[src/hdl/pios_pkg.sv]
// Shared widths, constants, types and the arctangent table of the sector test.
`timescale 1ns / 1ps

package pios_pkg;

    // geometry
    localparam int COORD_BITS   = 24;
    localparam int CORDIC_STEPS = 16;
    localparam int DELTA_W      = COORD_BITS + 1;
    localparam int SQ_W         = 2 * COORD_BITS;
    localparam int D2_W         = SQ_W + 1;
    localparam int RADIUS_W     = 23;
    localparam int R2_W         = 2 * RADIUS_W;
    localparam int CMP_W        = (D2_W > R2_W) ? D2_W : R2_W;

    // CORDIC datapath: vectors pre-scaled so they start near bit 59
    localparam int CW           = 64;
    localparam int PRE_SHIFT    = 60 - DELTA_W;
    localparam int Z_W          = 25;
    localparam int ATAN_W       = 22;
    localparam int HEAD_W       = Z_W - 8;

    // angles, 1/256 degree
    localparam int FWD_W        = 18;
    localparam int APER_W       = 17;
    localparam int DIFF_W       = 19;
    localparam int WRAP_W       = 17;
    localparam int ABS_W        = WRAP_W - 1;

    localparam logic signed [Z_W-1:0]    Z_QUARTER = Z_W'(90 * 65536);
    localparam logic signed [Z_W-1:0]    Z_ROUND   = Z_W'(128);
    localparam logic signed [DIFF_W-1:0] HALF_TURN = DIFF_W'(46080);
    localparam logic signed [DIFF_W-1:0] FULL_TURN = DIFF_W'(92160);
    localparam logic signed [DIFF_W-1:0] TWO_TURNS = DIFF_W'(184320);

    // configuration port
    localparam int CFG_W     = (COORD_BITS > RADIUS_W) ? COORD_BITS : RADIUS_W;
    localparam int CFG_IDX_W = 3;

    typedef enum logic [CFG_IDX_W-1:0] {
        REG_APEX_X    = CFG_IDX_W'(0),
        REG_APEX_Y    = CFG_IDX_W'(1),
        REG_FORWARD   = CFG_IDX_W'(2),
        REG_APERTURE  = CFG_IDX_W'(3),
        REG_RADIUS    = CFG_IDX_W'(4)
    } t_reg_idx;

    // one item in flight through the rotation stages
    typedef struct packed {
        logic                  valid;
        logic                  in_rad;
        logic                  at_apex;
        logic signed [CW-1:0]  x;
        logic signed [CW-1:0]  y;
        logic signed [Z_W-1:0] z;
    } t_vec;

    // atan(2^-i) in 1/65536 degree
    function automatic logic signed [Z_W-1:0] f_atan(input int unsigned i);
        logic [ATAN_W-1:0] v;
        case (i)
            0:       v = ATAN_W'(2949120);
            1:       v = ATAN_W'(1740967);
            2:       v = ATAN_W'(919879);
            3:       v = ATAN_W'(466945);
            4:       v = ATAN_W'(234379);
            5:       v = ATAN_W'(117304);
            6:       v = ATAN_W'(58666);
            7:       v = ATAN_W'(29335);
            8:       v = ATAN_W'(14668);
            9:       v = ATAN_W'(7334);
            10:      v = ATAN_W'(3667);
            11:      v = ATAN_W'(1833);
            12:      v = ATAN_W'(917);
            13:      v = ATAN_W'(458);
            14:      v = ATAN_W'(229);
            15:      v = ATAN_W'(115);
            16:      v = ATAN_W'(57);
            17:      v = ATAN_W'(29);
            18:      v = ATAN_W'(14);
            19:      v = ATAN_W'(7);
            20:      v = ATAN_W'(4);
            21:      v = ATAN_W'(2);
            22:      v = ATAN_W'(1);
            default: v = '0;
        endcase
        return signed'(Z_W'(v));
    endfunction

endpackage

[src/hdl/pios_front.sv]
// Front stages: offset from apex, squares, radius check and quadrant fold.
`timescale 1ns / 1ps

module pios_front
    import pios_pkg::*;
(
    input  logic                         i_clk,
    input  logic                         i_rst_n,
    input  logic                         i_valid,
    input  logic signed [COORD_BITS-1:0] i_point_x,
    input  logic signed [COORD_BITS-1:0] i_point_y,
    input  logic signed [COORD_BITS-1:0] i_apex_x,
    input  logic signed [COORD_BITS-1:0] i_apex_y,
    input  logic [RADIUS_W-1:0]          i_sector_radius,
    input  logic                         i_ready,
    output logic                         o_ready,
    output t_vec                         o_vec
);

    logic                      w_en_a, w_en_b, w_en_c;

    logic                      r_a_v;
    logic signed [DELTA_W-1:0] r_a_dx, r_a_dy;
    logic signed [DELTA_W-1:0] n_a_dx, n_a_dy;

    logic                      r_b_v;
    logic signed [DELTA_W-1:0] r_b_dx, r_b_dy;
    logic [SQ_W-1:0]           r_b_sx, r_b_sy;
    logic [R2_W-1:0]           r_b_r2;
    logic signed [2*DELTA_W-1:0] w_sx_full, w_sy_full;
    logic [R2_W-1:0]           w_r2;

    t_vec                      r_c, n_c;
    logic [D2_W-1:0]           w_d2;
    logic signed [CW-1:0]      w_x0, w_y0;

    assign w_en_c  = !r_c.valid || i_ready;
    assign w_en_b  = !r_b_v || w_en_c;
    assign w_en_a  = !r_a_v || w_en_b;
    assign o_ready = w_en_a;

    // stage A: difference vector
    assign n_a_dx = DELTA_W'(i_point_x) - DELTA_W'(i_apex_x);
    assign n_a_dy = DELTA_W'(i_point_y) - DELTA_W'(i_apex_y);

    // stage B: squares
    assign w_sx_full = r_a_dx * r_a_dx;
    assign w_sy_full = r_a_dy * r_a_dy;
    assign w_r2      = i_sector_radius * i_sector_radius;

    always_ff @(posedge i_clk) begin
        if (!i_rst_n) begin
            r_a_v <= 1'b0;
            r_b_v <= 1'b0;
        end else begin
            if (w_en_a) r_a_v <= i_valid;
            if (w_en_b) r_b_v <= r_a_v;
        end
    end

    always_ff @(posedge i_clk) begin
        if (w_en_a) begin
            r_a_dx <= n_a_dx;
            r_a_dy <= n_a_dy;
        end
        if (w_en_b) begin
            r_b_dx <= r_a_dx;
            r_b_dy <= r_a_dy;
            r_b_sx <= w_sx_full[SQ_W-1:0];
            r_b_sy <= w_sy_full[SQ_W-1:0];
            r_b_r2 <= w_r2;
        end
    end

    // stage C: distance compare, scale up and fold into the right half plane
    assign w_d2 = D2_W'(r_b_sx) + D2_W'(r_b_sy);
    assign w_x0 = CW'(r_b_dx) <<< PRE_SHIFT;
    assign w_y0 = CW'(r_b_dy) <<< PRE_SHIFT;

    always_comb begin
        n_c.valid   = r_b_v;
        n_c.in_rad  = CMP_W'(w_d2) <= CMP_W'(r_b_r2);
        n_c.at_apex = (r_b_dx == '0) && (r_b_dy == '0);
        n_c.x       = w_x0;
        n_c.y       = w_y0;
        n_c.z       = '0;
        if (w_x0[CW-1]) begin
            if (!w_y0[CW-1]) begin
                n_c.x = w_y0;
                n_c.y = -w_x0;
                n_c.z = Z_QUARTER;
            end else begin
                n_c.x = -w_y0;
                n_c.y = w_x0;
                n_c.z = -Z_QUARTER;
            end
        end
    end

    always_ff @(posedge i_clk) begin
        if (!i_rst_n) begin
            r_c <= '0;
        end else if (w_en_c) begin
            r_c <= n_c;
        end
    end

    assign o_vec = r_c;

endmodule

[config.mk]
export PLATFORM = sky130hd
export DESIGN_NAME = pios_front
export DESIGN_NICKNAME = d
export VERILOG_FILES = /design/src/hdl/pios_pkg.sv /design/src/hdl/pios_front.sv
export SDC_FILE = /design/constraint.sdc
export NUM_CORES = 2
export LEC_CHECK = 0
export ABC_AREA = 1
export BUFFER_PORTS_ARGS = -buffer_cell sky130_fd_sc_hd__buf_4
export CAP_MARGIN = 10
export CORE_MARGIN = 2
export CORE_UTILIZATION = 40
export CTS_BUF_LIST = sky130_fd_sc_hd__clkbuf_8 sky130_fd_sc_hd__clkbuf_16
export DETAILED_ROUTE_END_ITERATION = 6
export PLACE_DENSITY_LB_ADDON = 0.2
export SLEW_MARGIN = 20
export SYNTH_ARGS = -nofsm -noshare
export SYNTH_HDL_FRONTEND = slang
export SYNTH_SLANG_ARGS = --single-unit
[constraint.sdc]
create_clock -name i_clk -period 8.6 [get_ports i_clk]
set_input_delay 1.29 -clock i_clk [delete_from_list [all_inputs] [get_ports i_clk]]
set_output_delay 1.29 -clock i_clk [all_outputs]
set_load 0.01 [all_outputs]
==> qor.yml <==
floorplanning:
  core_sq_mm: 0.1848
  dieHeight_um: 434.6
  dieArea_sq_mm: 0.1888
  pin_count: 280
  rows: 158
  dieWidth_um: 434.6
  start_util: 0.4012
setup_path:
  reg2regPathDepth: 27
  crit_arrival_ps: 7800
  crit_start: "r_a_dx[6]"
  critPathLaunchType: "register"
  crit_path_end_kind: "register"
  worst_r2r_startpoint: "r_a_dx[6]"
  crit_fanout: 16
  path_class: "reg -> reg"
  cpPeakStageDelay_ps: 990
  required_ps: 8910
  critPathSlowestCell: "edfxtp_1"
  cp_common_cell: "inv_1"
sta:
  tns_ps: 0
  setup_viol: 0
  fin_crit_sh: 0.8715
  min_period_ps: 7495
  fmax_mhz: 133.4
  slew_headroom: 0.2698
  slew_violations: 0
  rsz0062_at_grt: "no"
  fin_ws_ps: 1105
  skew_ps: 73.54
  worst_pin_slew_ps: 1095
  hold_viol_final: 0
hold_path:
  holdPathStages: 2
  hp-start: "o_vec[149]"
  hp-class: "reg -> reg"
cells_and_area:
  design_area_sq_mm: 0.07940
  final_cell_mix: "inv_1 (2591), fa_1 (1570), nand2_1 (1399)"
  area_delta_synth_final_pct: 7.080
  diodes: 0
  drive_above_1_share: 0.05204
  layout_commonest_cell: "inv_1"
  final_nets: 10880
clocking:
  cts_setup_buffers: 0
  cts_tree: "yes"
  cts_made_buffers: 41
  cts.clk_slew.worst_paths_ps: 50
  cts.path.max_buffers: 3
  cts.sinks: 303
  clk-insertion-delay-late_ps: 630
  cts.htree.levels: 2
  cts_root_buf: "clkbuf_16"
  hold_buffers: 0
  postCtsResizedCells: 0
global_route:
  grt_max_degree: 118
  grt_usage: 0.2147
  antenna_found_initial: 3
  grt_remaining_overflow: 0
  grt_pass1_vias: 57050
  grt_pass1_wl_um: 317500
synth:
  syn_inst: 8503
  syn_area_sq_mm: 0.07415
  yosys_warnings: 0
  synth_cell_types: 65
  syn_avg_cell_area_sq_um: 8.720
  ys_ff_latch: 303
  yosysSeqAreaShare: 0.1138
  synth_edf_count: 237
  synth_flop_cell: "edfxtp_1"
  async_reset_ff_frac: 0
drt:
  vias: 52580
  drc: 0
  avgViaCountPerCell: 4.742
  firstDrtPassIters: 7
  ant_nets: 0
  wl_per_cell_um: 17.68
  drt-total-wl_um: 196000
  drt_iter0_drc: 2717
status:
  status: "completed"
place:
  dp_slack_ps: 1054
  placed_area_sq_mm: 0.07807
  gp_congestion: 0.9193
  dp.final_hpwl_um: 170200
  portBuffers: 192
run:
  cap_viol_max_count: 0
cell families after synthesis:
| group | Yosys count | share of synthesized area |
|---|---|---|
| adder cells (fa/ha/maj) | 2182 | 0.5271 |
| buffers and inverters | 2917 | 0.1525 |
| XOR/XNOR | 309 | 0.03650 |
| AO/OA/AOI/OAI | 796 | 0.06117 |
| AND/OR/NAND/NOR | 1995 | 0.1089 |
| flip-flops | 303 | 0.1138 |
| other | 1 | 0.00005057 |
worst max-delay path, delay by kind of cell (launching register included):
family	cells	cell delay, ps
buf+inv	8	420
compound gates	3	660
simple gates	7	950
xor+xnor	1	150
flops	1	990
fa+ha+maj	8	3990
per-layer routing:
layer / global-route usage / share of wire / vias up
met1: 0.2995 / 0.45 / 26350
met2: 0.3632 / 0.48 / 1219
met3: 0.02713 / 0.048 / 174
met5: 0 / 0.00010 / -
met4: 0.03410 / 0.016 / 2
li1: - / - / 24840
final cells by class:
| class | count | area (sq um) |
|---|---|---|
| Clock inverter | 31 | 275.3 |
| Tap cell | 2480 | 3103 |
| Timing Repair Buffer | 274 | 2069 |
| Multi-Input combinational cell | 5369 | 54740 |
| Sequential cell | 303 | 8438 |
| Fill cell | 18540 | 105400 |
| Clock buffer | 43 | 1054 |
| Inverter | 2589 | 9726 |
worst paths after layout:
path	endpoint	slack, ps
max	r_b_sx[47]	1100
min	o_vec[149]	430
min reg2reg	o_vec[149]	430
max reg2reg	r_b_sx[47]	1100
per-stage QoR:
stage | cells | utilization | hold WS [ps]
6_report | 11090 | 0.4296 | 432.9
5_1_grt | 11090 | 0.4296 | 454.3
3_5_place_dp | 11020 | 0.4224 | 427.5
2_1_floorplan | 8589 | - | 420.6
3_3_place_gp | 11020 | 0.4224 | 422.7
4_1_cts | 11090 | 0.4296 | 434.2
registers in the layout (all words and copies together) (netlist names), 25 cells and up:
name and flops:
o_vec 64, r_b_sx 46, r_b_dx 25, r_a_dy 25
r_b_dy 25, r_b_sy 46, r_b_r2 45, r_a_dx 25
cell usage after synthesis (5+ instances only):
master / instances / share of area
buf_2: 8 / 0.00054
nand2_1: 1400 / 0.071
ha_1: 612 / 0.10
xnor2_1: 130 / 0.015
o211ai_1: 11 / 0.0011
nand3b_1: 5 / 0.00051
nand3_2: 9 / 0.0012
o21bai_1: 27 / 0.0027
o21ai_1: 22 / 0.0015
nor3_1: 46 / 0.0031
a21oi_1: 385 / 0.026
nand3_1: 118 / 0.0080
clkbuf_1: 223 / 0.011
xor2_1: 179 / 0.021
a21o_1: 27 / 0.0027
buf_1: 5 / 0.00025
o21ai_2: 15 / 0.0018
dfxtp_1: 66 / 0.018
a31oi_1: 39 / 0.0033
inv_1: 2584 / 0.13
o21ai_0: 206 / 0.014
or2_2: 16 / 0.0013
fa_1: 1570 / 0.42
o21a_1: 12 / 0.0012
nor2_1: 321 / 0.016
nor4_1: 20 / 0.0017
buf_4: 92 / 0.0093
nand2_2: 12 / 0.0010
a21oi_2: 19 / 0.0022
nor3_2: 5 / 0.00067
nand4_1: 24 / 0.0020
edfxtp_1: 237 / 0.096
Power is left out: the tool's default activity adds up to more than one toggle a clock period on the data nets, which glitch-free logic cannot reach.
