$ cat config.mk
export PLATFORM = sky130hd
export DESIGN_NAME = pios_back
export DESIGN_NICKNAME = d
export VERILOG_FILES = /design/src/hdl/pios_pkg.sv /design/src/hdl/pios_back.sv
export SDC_FILE = /design/constraint.sdc
export NUM_CORES = 1
export LEC_CHECK = 0
export ABC_AREA = 1
export BUFFER_PORTS_ARGS = -buffer_cell sky130_fd_sc_hd__buf_2
export CORE_UTILIZATION = 49
export CTS_CLUSTER_DIAMETER = 40
export CTS_CLUSTER_SIZE = 28
export DETAILED_ROUTE_END_ITERATION = 10
export GPL_ROUTABILITY_DRIVEN = 0
export HOLD_SLACK_MARGIN = 0.1
export PLACE_DENSITY = 0.81
export SLEW_MARGIN = 20
export SYNTH_ARGS = -nofsm -noshare
export SYNTH_HDL_FRONTEND = slang
export SYNTH_SLANG_ARGS = --single-unit
$ cat constraint.sdc
create_clock -name i_clk -period 3.01 [get_ports i_clk]
set_input_delay 0.1505 -clock i_clk [delete_from_list [all_inputs] [get_ports i_clk]]
set_output_delay 0.1505 -clock i_clk [all_outputs]
set_load 0.05 [all_outputs]
$ cat src/hdl/pios_pkg.sv
// Shared widths, constants, types and the arctangent table of the sector test.
`timescale 1ns / 1ps

package pios_pkg;

    // geometry
    localparam int COORD_BITS   = 24;
    localparam int CORDIC_STEPS = 16;
    localparam int DELTA_W      = COORD_BITS + 1;
    localparam int SQ_W         = 2 * COORD_BITS;
    localparam int D2_W         = SQ_W + 1;
    localparam int RADIUS_W     = 23;
    localparam int R2_W         = 2 * RADIUS_W;
    localparam int CMP_W        = (D2_W > R2_W) ? D2_W : R2_W;

    // CORDIC datapath: vectors pre-scaled so they start near bit 59
    localparam int CW           = 64;
    localparam int PRE_SHIFT    = 60 - DELTA_W;
    localparam int Z_W          = 25;
    localparam int ATAN_W       = 22;
    localparam int HEAD_W       = Z_W - 8;

    // angles, 1/256 degree
    localparam int FWD_W        = 18;
    localparam int APER_W       = 17;
    localparam int DIFF_W       = 19;
    localparam int WRAP_W       = 17;
    localparam int ABS_W        = WRAP_W - 1;

    localparam logic signed [Z_W-1:0]    Z_QUARTER = Z_W'(90 * 65536);
    localparam logic signed [Z_W-1:0]    Z_ROUND   = Z_W'(128);
    localparam logic signed [DIFF_W-1:0] HALF_TURN = DIFF_W'(46080);
    localparam logic signed [DIFF_W-1:0] FULL_TURN = DIFF_W'(92160);
    localparam logic signed [DIFF_W-1:0] TWO_TURNS = DIFF_W'(184320);

    // configuration port
    localparam int CFG_W     = (COORD_BITS > RADIUS_W) ? COORD_BITS : RADIUS_W;
    localparam int CFG_IDX_W = 3;

    typedef enum logic [CFG_IDX_W-1:0] {
        REG_APEX_X    = CFG_IDX_W'(0),
        REG_APEX_Y    = CFG_IDX_W'(1),
        REG_FORWARD   = CFG_IDX_W'(2),
        REG_APERTURE  = CFG_IDX_W'(3),
        REG_RADIUS    = CFG_IDX_W'(4)
    } t_reg_idx;

    // one item in flight through the rotation stages
    typedef struct packed {
        logic                  valid;
        logic                  in_rad;
        logic                  at_apex;
        logic signed [CW-1:0]  x;
        logic signed [CW-1:0]  y;
        logic signed [Z_W-1:0] z;
    } t_vec;

    // atan(2^-i) in 1/65536 degree
    function automatic logic signed [Z_W-1:0] f_atan(input int unsigned i);
        logic [ATAN_W-1:0] v;
        case (i)
            0:       v = ATAN_W'(2949120);
            1:       v = ATAN_W'(1740967);
            2:       v = ATAN_W'(919879);
            3:       v = ATAN_W'(466945);
            4:       v = ATAN_W'(234379);
            5:       v = ATAN_W'(117304);
            6:       v = ATAN_W'(58666);
            7:       v = ATAN_W'(29335);
            8:       v = ATAN_W'(14668);
            9:       v = ATAN_W'(7334);
            10:      v = ATAN_W'(3667);
            11:      v = ATAN_W'(1833);
            12:      v = ATAN_W'(917);
            13:      v = ATAN_W'(458);
            14:      v = ATAN_W'(229);
            15:      v = ATAN_W'(115);
            16:      v = ATAN_W'(57);
            17:      v = ATAN_W'(29);
            18:      v = ATAN_W'(14);
            19:      v = ATAN_W'(7);
            20:      v = ATAN_W'(4);
            21:      v = ATAN_W'(2);
            22:      v = ATAN_W'(1);
            default: v = '0;
        endcase
        return signed'(Z_W'(v));
    endfunction

endpackage

$ cat src/hdl/pios_back.sv
// Back stages: heading rounding, wrap against forward angle, aperture check.
`timescale 1ns / 1ps

module pios_back
    import pios_pkg::*;
(
    input  logic                    i_clk,
    input  logic                    i_rst_n,
    input  t_vec                    i_vec,
    output logic                    o_ready,
    input  logic signed [FWD_W-1:0] i_forward_angle,
    input  logic [APER_W-1:0]       i_aperture_angle,
    output logic                    o_valid,
    input  logic                    i_stall,
    output logic                    o_inside_res
);

    logic                     w_en_d, w_en_e, w_en_f;

    logic                     r_d_v, r_d_in_rad;
    logic signed [DIFF_W-1:0] r_d_diff, n_d_diff;
    logic signed [Z_W-1:0]    w_zr;
    logic signed [HEAD_W-1:0] w_head;

    logic                     r_e_v, r_e_in_rad;
    logic signed [WRAP_W-1:0] r_e_wrap;
    logic signed [DIFF_W-1:0] n_e_wrap;

    logic                     r_f_v, r_f_inside;
    logic [ABS_W-1:0]         w_abs;
    logic                     n_f_inside;

    assign w_en_f  = !r_f_v || !i_stall;
    assign w_en_e  = !r_e_v || w_en_f;
    assign w_en_d  = !r_d_v || w_en_e;
    assign o_ready = w_en_d;

    // stage D: round 1/65536 to 1/256 degree (halves up), subtract forward angle
    assign w_zr     = i_vec.z + Z_ROUND;
    assign w_head   = i_vec.at_apex ? '0 : signed'(w_zr[Z_W-1:8]);
    assign n_d_diff = DIFF_W'(w_head) - DIFF_W'(i_forward_angle);

    // stage E: wrap into [-180, 180], both ends kept
    always_comb begin
        n_e_wrap = r_d_diff;
        if (r_d_diff > HALF_TURN) begin
            if (r_d_diff - FULL_TURN > HALF_TURN) n_e_wrap = r_d_diff - TWO_TURNS;
            else                                  n_e_wrap = r_d_diff - FULL_TURN;
        end else if (r_d_diff < -HALF_TURN) begin
            if (r_d_diff + FULL_TURN < -HALF_TURN) n_e_wrap = r_d_diff + TWO_TURNS;
            else                                   n_e_wrap = r_d_diff + FULL_TURN;
        end
    end

    // stage F: twice the deviation against the full aperture
    assign w_abs      = r_e_wrap[WRAP_W-1] ? ABS_W'(-r_e_wrap) : ABS_W'(r_e_wrap);
    assign n_f_inside = r_e_in_rad && (APER_W'({w_abs, 1'b0}) <= i_aperture_angle);

    always_ff @(posedge i_clk) begin
        if (!i_rst_n) begin
            r_d_v <= 1'b0;
            r_e_v <= 1'b0;
            r_f_v <= 1'b0;
        end else begin
            if (w_en_d) r_d_v <= i_vec.valid;
            if (w_en_e) r_e_v <= r_d_v;
            if (w_en_f) r_f_v <= r_e_v;
        end
    end

    always_ff @(posedge i_clk) begin
        if (w_en_d) begin
            r_d_diff   <= n_d_diff;
            r_d_in_rad <= i_vec.in_rad;
        end
        if (w_en_e) begin
            r_e_wrap   <= WRAP_W'(n_e_wrap);
            r_e_in_rad <= r_d_in_rad;
        end
        if (w_en_f) begin
            r_f_inside <= n_f_inside;
        end
    end

    assign o_valid      = r_f_v;
    assign o_inside_res = r_f_inside;

endmodule

==> results.md <==
- Setup WS pre-CTS: -101.5 ps
- Critical Path Fanout Max: 3
- Post-synthesis sequential area ratio: 0.2750
- Asr flop ratio synth: 0
- Cts bufs inserted: 5
- Final WS setup: 187.2 ps
- Total negative slack: 0 ps
- Max Slew Vio Count: 0
- DRT Pass-1 Iters: 5
- Placeable Area: 8763 sq um
- Congestion Overflow GR: 0
- Pin count of the biggest net entering global routing: 23
- Reg2reg setup slack: about 190 ps
- MaxCap Viol Count: 0
- Maximum clock frequency: 0.3543 GHz
- Avg WL per Cell: 11.79 um
- Root Buffer: clkbuf_8
- Tcrit/Tclk final: 0.9378
- Die height: 97.59 um
- Power Dens Cells: 624.3 nW/um^2
- Cell at the slowest stage of the critical path: edfxtp_1
- Ant. Diodes: 0
- Leakage power: approximately 2.6 nW
- Clock transition at the registers of the reported paths: 90 ps
- Outcome: finished clean
- Syn Std Cell Area: approximately 4500 sq um
- VDD IR max: 256.6 uV
- Post-Syn Nets: 860
- Reg2Reg Capture Point: o_inside_res
- Placed Area: 4868 sq um
- Drt initial violations: 202
- Fin area: 5069 sq um
- Relative slew slack: 0.4319
- CTS tree: built
- Avg Inst Size Synth: between 7 and 8 sq um
- # fillers: between 700 and 800
- Number of nets in the layout: 925
- Mapped Cells: 618
- Hold Crit Depth: 3
- Die footprint: 9523 sq um
- Detail Placement HPWL: 7627 um
- Non-Filler Instances: between 700 and 800
- Critical Path AT: 2880 ps
- Worst reg2reg path depth: 15
- DRC: 0
- GRT Util Overall: 0.1990
- Post-CTS Setup Inserts: 0
- Proportion of layout cells with a drive suffix above 1: 0.1637
- Setup violators final: 0
- Worst path cell trace: inv_2 > ha_1 > inv_2 > nor3_4 > nand3b_1 > nor4_2 > nor2_1 > nor2_1 > xnor2_1 > ha_1 > nand4_1 > nor3_2 > nand3_1 > o211ai_1 > a21oi_1
- Crit Reg-Reg Startpoint: r_e_wrap[0]
- WL final: 9337 um
- Prevailing post-synth register cell: edfxtp_1
- CP Capture Type: flip-flop
- Clk_skew: 10.00 ps
- First-pass GRT wire length: 16060 um
- Initial antenna violation count: 0
- Post-route minimum period: approximately 2800 ps
- Pwr Total: 3.164 mW
- Die W: 97.59 um
- RSZ-0062 raised after global routing: true
- Crit Path Category: flip-flop to flip-flop
- Hold path start: i_stall
- Sink Count: 42
- Row cnt: 34
- CTS HTree Levels: 2
- Final Hold Vio Count: 0
- Starting Density: 0.5109
- Hold/Removal Path Class: input port to flip-flop
- Hold Path Sink: o_valid
- Max incr delay on CP: around 420 ps
- Vias in the first global route: 3997
- Worst-margin pin slew: 850.1 ps
- Vias: slightly above 4k
- Vias/cell: approximately 5.2
- Area growth, synth to finish: 13.22%
- IO Pins: 197
- Max Buffers Root-to-Sink: 2
- Ys Warns: 0
- Synth cell types: 43
- Clock Latency Late Sink: 300 ps
- Yosys reg bits: 42
- WP data required: 3070 ps
- Startpoint types: flip-flop
- Post-synth EDFFs: 39
- Port Buf Inserts: 61
- Placed cell count: 781
- Routed Antenna Nets: 0
[cells in the mapped netlist, types with 3 or more instances]
library cell    n  area [sq um]
o21ai_1         7         35.03
nor3_1         15         75.07
o21a_1          3         22.52
o21bai_1        5         37.54
nor4_1          5         31.28
nand2_1       132         495.5
dfxtp_1         3         60.06
nand3_1        38         190.2
xnor2_1         7         61.31
ha_1           47         588.1
o21ai_0        24         120.1
nand4_1         6         37.54
xor2_1         33         289.0
nor2_1         62         232.7
nand2_2        12         75.07
nand2_4         3         33.78
inv_2           5         18.77
a21oi_1        44         220.2
buf_6           3         33.78
nor2_2          3         18.77
inv_1          96         360.4
edfxtp_1       39          1171
[sequential cells by signal, summed over array words and instances (netlist names)]
name	count
r_d_v	1
r_e_v	1
r_e_in_rad	1
r_e_wrap	17
o_valid	1
o_inside_res	1
r_d_in_rad	1
r_d_diff	19
[logic make-up after synthesis]
group / after synthesis / synth area share
adder cells (fa/ha/maj): 48 / 0.1358
buffers and inverters: 109 / 0.09838
AND/OR/NAND/NOR: 287 / 0.2940
AO/OA/AOI/OAI: 91 / 0.1124
flip-flops: 42 / 0.2750
XOR/XNOR: 41 / 0.08441
[layout make-up]
type,count,area (sq um),area share
repair buffers,64,335.3,0.06616
flip-flops and latches,42,1231,0.2429
inverters,103,391.6,0.07726
clock inverters,3,68.82,0.01358
well taps,108,135.1,0.02666
clock buffers,5,68.82,0.01358
multi-input cells,467,2838,0.5599
[critical path, delay by kind of cell, from the launching register on]
kind	cells	cell delay (ps)
AND/OR/NAND/NOR	8	1210
adder cells (fa/ha/maj)	2	450
flip-flops	1	420
AO/OA/AOI/OAI	2	260
buffers and inverters	2	130
XOR/XNOR	1	110
[per-layer routing]
layer / GRT usage / up-vias / share of wire
met5: 0 / - / 0
met4: 0.06448 / 0 / 0.017
met3: 0.02230 / 18 / 0.039
met2: 0.3819 / 120 / 0.51
met1: 0.2265 / 1820 / 0.44
li1: - / 2154 / -
[worst max-delay path by stage]
stage,from,to,slack [ps],cells after the start
detailed placement,r_e_wrap[0],o_inside_res,-100,15
global route,r_e_wrap[2],o_inside_res,-30,15
global placement,r_e_wrap[0],o_inside_res,70,15
floorplan,r_e_wrap[0],o_inside_res,410,15
CTS,r_e_wrap[0],o_inside_res,50,17
finish,r_e_wrap[0],o_inside_res,190,15
[where the power goes]
part	switching (mW)	internal (mW)
sequential	0.187	0.822
combinational	0.993	0.636
clock	0.194	0.332
[cells in the final DEF, fill, tap and decap left out, types with 4 or more instances in the layout]
cell type	count
nor3_1	11
o21bai_1	5
xor2_1	33
nand3_1	38
o21ai_1	7
a21oi_1	44
nand4_1	6
nor4_1	4
buf_2	61
nand2_1	132
nor2_1	62
inv_2	7
inv_1	94
clkbuf_8	5
edfxtp_1	39
o21ai_0	24
xnor2_1	7
ha_1	47
nand2_2	12
[metrics by stage]
stage / util / hold WS [ps]
after detailed placement: 0.5555 / 330.9
after floorplan: - / 249.4
final: 0.5784 / 178.1
after global placement: 0.5555 / 328.4
after CTS: 0.5760 / 166.4
after global routing: 0.5784 / 206.1
[what timing repair did]
item	in CTS	in global routing
gates resized for setup	2	6
endpoints found under the hold margin	4	0
cloned	0	0
hold buffers	3	0
endpoints found under the setup margin	1	1
No activity file was read; power rests on OpenSTA's default activity.
